<file path="config.mk">
export PLATFORM = sky130hd
export DESIGN_NAME = ffea_alu
export DESIGN_NICKNAME = d
export VERILOG_FILES = /design/src/rtl/ffea_pkg.sv /design/src/rtl/ffea_alu.sv
export SDC_FILE = /design/constraint.sdc
export NUM_CORES = 1
export LEC_CHECK = 0
export ABC_AREA = 1
export BUFFER_PORTS_ARGS = -buffer_cell sky130_fd_sc_hd__clkbuf_2
export CORE_MARGIN = 2
export CORE_UTILIZATION = 53
export DETAILED_ROUTE_END_ITERATION = 10
export PLACE_DENSITY = 0.81
export SYNTH_ARGS = -nofsm -noshare
export SYNTH_HDL_FRONTEND = slang
export SYNTH_SLANG_ARGS = --single-unit
</file>
<file path="constraint.sdc">
create_clock -name vclk -period 1.3
set_input_delay 0.065 -clock vclk [all_inputs]
set_output_delay 0.065 -clock vclk [all_outputs]
set_load 0.03 [all_outputs]
</file>
<file path="src/rtl/ffea_pkg.sv">
package ffea_pkg;

  // Table geometry.
  localparam int unsigned MAX_EXTENTS = 256;
  localparam int unsigned IDX_W       = $clog2(MAX_EXTENTS);
  localparam int unsigned CNT_W       = $clog2(MAX_EXTENTS + 1);

  // Field widths.
  localparam int unsigned PAGE_W = 20;
  localparam int unsigned LEN_W  = 21;
  localparam int unsigned ALU_W  = LEN_W + 1;
  localparam int unsigned CFG_IDX_W = 1;

  // One past the highest page number.
  localparam logic [LEN_W-1:0] PAGE_TOP = LEN_W'(1) << PAGE_W;

  // Register reset values and the extent they give after reset.
  localparam logic [PAGE_W-1:0] RST_BASE  = PAGE_W'(786432);
  localparam logic [LEN_W-1:0]  RST_PAGES = LEN_W'(262144);
  localparam logic [LEN_W-1:0]  RST_ROOM  = PAGE_TOP - {1'b0, RST_BASE};
  localparam logic [LEN_W-1:0]  RST_LEN   = (RST_PAGES < RST_ROOM) ? RST_PAGES : RST_ROOM;

  // Register indexes.
  localparam logic [CFG_IDX_W-1:0] CFG_BASE  = 1'b0;
  localparam logic [CFG_IDX_W-1:0] CFG_PAGES = 1'b1;

  // Operation codes.
  localparam logic [1:0] OP_INIT  = 2'd0;
  localparam logic [1:0] OP_ALLOC = 2'd1;
  localparam logic [1:0] OP_FREE  = 2'd2;

  // Status codes.
  localparam logic [1:0] ST_OK       = 2'd0;
  localparam logic [1:0] ST_NO_SPACE = 2'd1;
  localparam logic [1:0] ST_BAD      = 2'd2;
  localparam logic [1:0] ST_FULL     = 2'd3;

  typedef struct packed {
    logic [1:0]        operation;
    logic [LEN_W-1:0]  page_count;
    logic [PAGE_W-1:0] free_page;
  } req_t;

  typedef struct packed {
    logic [1:0]        status;
    logic [PAGE_W-1:0] address_page;
    logic [LEN_W-1:0]  used_pages;
  } rsp_t;

  typedef struct packed {
    logic [PAGE_W-1:0] start;
    logic [LEN_W-1:0]  length;
  } ext_t;

  typedef struct packed {
    logic [PAGE_W-1:0] base;
    logic [LEN_W-1:0]  pages;
  } cfg_t;

  typedef struct packed {
    logic             we;
    logic [IDX_W-1:0] addr;
    ext_t             data;
  } ram_wr_t;

  typedef enum logic {
    ALU_ADD = 1'b0,
    ALU_SUB = 1'b1
  } alu_op_e;

  typedef struct packed {
    alu_op_e          op;
    logic [ALU_W-1:0] a;
    logic [ALU_W-1:0] b;
  } alu_req_t;

  typedef struct packed {
    logic [ALU_W-1:0] res;
    logic             ge;
    logic             eq;
  } alu_rsp_t;

  function automatic logic [ALU_W-1:0] zx_page(logic [PAGE_W-1:0] v);
    return {{(ALU_W - PAGE_W){1'b0}}, v};
  endfunction

  function automatic logic [ALU_W-1:0] zx_len(logic [LEN_W-1:0] v);
    return {{(ALU_W - LEN_W){1'b0}}, v};
  endfunction

endpackage

</file>
<file path="src/rtl/ffea_alu.sv">
// Shared add/subtract unit with unsigned compare flags.
module ffea_alu (
  input  ffea_pkg::alu_req_t req_i,
  output ffea_pkg::alu_rsp_t rsp_o
);

  logic [ffea_pkg::ALU_W:0] diff;

  assign diff = {1'b0, req_i.a} - {1'b0, req_i.b};

  always_comb begin
    if (req_i.op == ffea_pkg::ALU_SUB) begin
      rsp_o.res = diff[ffea_pkg::ALU_W-1:0];
    end else begin
      rsp_o.res = req_i.a + req_i.b;
    end
    rsp_o.ge = ~diff[ffea_pkg::ALU_W];
    rsp_o.eq = (req_i.a == req_i.b);
  end

endmodule

</file>
==> results of run 1 <==
==> stage by stage <==
stage	area (sq um)	hold WS, ns
after CTS	5710	0.581
after detailed placement	4910	0.619
after floorplan	3700	0.352
after global placement	4910	0.603
==> metal layers <==
layer	GRT usage [%]	GRT overflow
met5	27.5	0
met4	67.9	1
met3	64.7	0
met2	86.9	1
met1	69.3	0
==> logic make-up after synthesis <==
family / after synthesis
simple gates: 410
buf+inv: 157
compound gates: 48
fa+ha+maj: 45
xor+xnor: 10
==> repair_timing <==
action | in CTS
setup endpoints to repair | 23
setup buffers | 7
pin swaps | 62
resized for setup | 184
cloned | 0
==> results_dict.tcl, run 1 <==
set metrics [dict create \
    rows 28 \
    die_x_um 82.7 \
    synth-simple-area-share_pct 51.2 \
    die_h_um 82.7 \
    yosysTopAreaCell "nand2_1" \
    lastStage "global routing" \
    synth_compound_area_share_pct 8.45 \
    muxShareOfSynthArea_pct 0 \
    synth_fa_ha_area_share_pct 17.6 \
    dp_slack_ns -0.641 \
    yosysMostFrequentCell "nand2_1" \
    syn-num-nets 760 \
    grt_overflow_total 2 \
    error_line "[ERROR GRT-0116] Global routing finished with congestion. Check the congestion regions in the DRC Viewer." \
    io_buffers 69 \
    synth.avg_cell_area_sq_um 4.90 \
    placed_cells 915 \
    io_pins 69 \
    grt_pass1_wl_um 36100 \
    synth_top_family_by_area "simple AND/OR/NAND/NOR gates" \
    hpwl_um 10400 \
    yosys-top-cells-count "270 x nand2_1, 136 x inv_1, 62 x nor2_1" \
    synth_xor_area_share_pct 2.67 \
    post_synth_num_cell_types 30 \
    yosysSeqAreaShare_pct 0 \
    start_util_pct 55.2 \
    cts_hold_buffers 0 \
    status "did not finish" \
    globalplace.congestion 0.989 \
    synth_warnings 0 \
    groute.usage.overall_pct 71.9 \
    grt_max_degree 23 \
    synth_top_area_share_pct 30.8 \
    netlist_area_sq_um 3290 \
    grt_pass1_vias 6742 \
    ys_top_cells_by_area "nand2_1 31%, ha_1 16%, inv_1 16%" \
    postSynthCellCount 670 \
]
==> inputs of run 2 (changes only) <==
- CORE_UTILIZATION: 53 -> 40
- PLACE_DENSITY: 0.81 -> default
- PLACE_DENSITY_LB_ADDON: default -> 0.15
- clock period: 1.3 -> 1.69 ns (I/O delays scaled with it)
==> results_dict.tcl, run 2 <==
set metrics [dict create \
    wl_um 12900 \
    drt-met1-wl_um 5380 \
    finalCriticalPeriod_ns 1.76 \
    die_h_um 94.6 \
    grt_pass1_vias 4419 \
    antenna_left 0 \
    cp_cell_sequence "buf_8 > ha_4 > fa_2 > nand3_2 > nand3_4 > nand2_4 > nand2_4 > o211ai_2 > xor2_2 > clkbuf_8" \
    clkbuf_count 0 \
    wl_met2_um 6610 \
    io_pins 69 \
    antenna_cells 0 \
    die_x_um 94.6 \
    setup_ws_ns -0.0670 \
    critical_path_class "input port to output pin" \
    fillCellCount 700 \
    yosys-top-cells-count "270 x nand2_1, 136 x inv_1, 62 x nor2_1" \
    seqCellArea_sq_um 0 \
    hold_path_class "input port to output pin" \
    cp.required_ns 1.61 \
    grt_overflow_total 0 \
    dr_wl_met3_um 599 \
    p_leak_nw 3.17 \
    tightestPinTransition_ns 0.302 \
    grt_antenna_before_repair 0 \
    yosysSeqAreaShare_pct 0 \
    drive_above_1_share_pct 52.1 \
    fin_crit_sh_pct 104 \
    drt_iter0_markers 176 \
    setup.worst_path.end "rsp_o[10]" \
    syn-num-nets 760 \
    fmax_mhz 569 \
    nFlopsAndLatches 0 \
    setup_violations 12 \
    fin_tns_setup_ns -0.285 \
    synth.avg_cell_area_sq_um 4.90 \
    cts_hold_buffers 0 \
    hpwl_um 9740 \
    grt_pass1_wl_um 19700 \
    layout_commonest_cell "nand2_1" \
    grt_max_degree 27 \
    postSynthCellCount 670 \
    die_area_sq_um 8950 \
    arrival_ns 1.67 \
    io_buffers 69 \
    failed_checks "setup timing" \
    grt_setup_unrepaired "yes" \
    cpPeakStageDelay_ns 0.38 \
    route.detailed.drc 0 \
    rows 33 \
    cpMostUsedCell "nand2_4" \
    utilization_pct 72.4 \
    ir_drop_mv 0.285 \
    avgViaCountPerCell 4.99 \
    start_util_pct 40.6 \
    coreArea_sq_um 8090 \
    post_synth_num_cell_types 30 \
    yosysTopAreaCell "nand2_1" \
    hold_viol_final 0 \
    via_count 4672 \
    maxCapViolCount 0 \
    startpoint "req_i[0]" \
    crit_slowest_cell "fa_2" \
    synthToLayoutAreaGrowth_pct 78.2 \
    end_kind "output pin" \
    status "finished with violations" \
    drtPass1Iterations 5 \
    yosysMostFrequentCell "nand2_1" \
    slew_violations 0 \
    nets 923 \
    crit_fanout 4 \
    synth_top_area_share_pct 30.8 \
    globalplace.congestion 0.955 \
    groute.usage.overall_pct 27.2 \
    ys_top_cells_by_area "nand2_1 31%, ha_1 16%, inv_1 16%" \
    highest_layer "met4" \
    max_slew_margin_pct 79.7 \
    p_per_area_nw_per_um2 424 \
    layout_common_cells "174 x nand2_1, 106 x buf_4, 102 x inv_1" \
    netlist_area_sq_um 3290 \
    wl_per_cell_um 13.8 \
    synth_warnings 0 \
    start_kind "input port" \
]
-- run 2: cell counts after synthesis --
No cell type changed its count.
-- run 2: power by group --
part | switching, mW | internal, mW | total [mW] | leakage [nW]
sequential | 0 | 0 | 0 | 0
combinational | 1.41 | 1.08 | 2.48 | 3.17
clock | 0 | 0 | 0 | 0
total | 1.41 | 1.08 | 2.48 | 3.17
-- run 2: logic make-up (layout without fill, tap and decap cells) --
| logic type | count (synthesis) | after routing | share of synthesized area, % |
|---|---|---|---|
| AND/OR/NAND/NOR | 410 | 410 | 51.2 |
| buffers and inverters | 157 | 318 | 20.1 |
| AO/OA/AOI/OAI | 48 | 48 | 8.45 |
| adder cells (fa/ha/maj) | 45 | 45 | 17.6 |
| XOR/XNOR | 10 | 10 | 2.67 |
-- run 2: critical path: cells and delay by family --
family,cells,cell delay [ns]
AOI/OAI and AO/OA,1,0.18
buffers and inverters,2,0.30
adders and majority gates,2,0.54
and+or+nand+nor,4,0.38
xor gates and xnor gates,1,0.19
-- run 2: worst min-delay path by stage --
stage                  start  endpoint  slack [ns]  cells after the start
floorplan           req_i[0]  rsp_o[2]        0.42                      2
global placement    req_i[0]  rsp_o[2]        0.63                      4
detailed placement  req_i[0]  rsp_o[2]        0.64                      4
CTS                 req_i[0]  rsp_o[2]        0.61                      4
global route        req_i[0]  rsp_o[2]        0.59                      4
finish              req_i[0]  rsp_o[2]        0.59                      4
-- run 2: stage by stage --
| stage | hold WS (ns) | cells | power, mW | instance area, sq um | setup slack [ns] |
|---|---|---|---|---|---|
| final | 0.586 | 936 | 2.48 | 5860 | -0.0670 |
| after global routing | 0.595 | 936 | 2.67 | 5860 | -0.157 |
| after CTS | 0.614 | 928 | 2.12 | 5180 | -0.114 |
| after detailed placement | 0.636 | 925 | 1.75 | 4410 | -0.293 |
| after global placement | 0.632 | 925 | 1.73 | 4410 | -0.294 |
| after floorplan | 0.418 | 670 | 1.11 | 3310 | 0.0248 |
-- run 2: layout make-up --
type	count	area, sq um	area share [%]
tap	105	131	2.24
timing repair buffer	180	1480	25.2
inverter	138	536	9.15
multi-input combinational	513	3710	63.4
-- run 2: per-layer routing --
metal / up-vias / global-route usage [%]
li1: 2352 / -
met1: 2138 / 35.4
met2: 154 / 49.5
met3: 28 / 1.04
met4: 0 / 5.92
met5: - / 0
-- run 2: what timing repair did --
item                                    in CTS  in global routing
gates cloned                                 0                  0
resized for setup                          179                224
endpoints found under the hold margin        0                  0
pin swaps                                   49                115
endpoints found under the setup margin      20                 20
buffers inserted                             3                  9
Note: power is estimated with default switching activity, not from simulation.
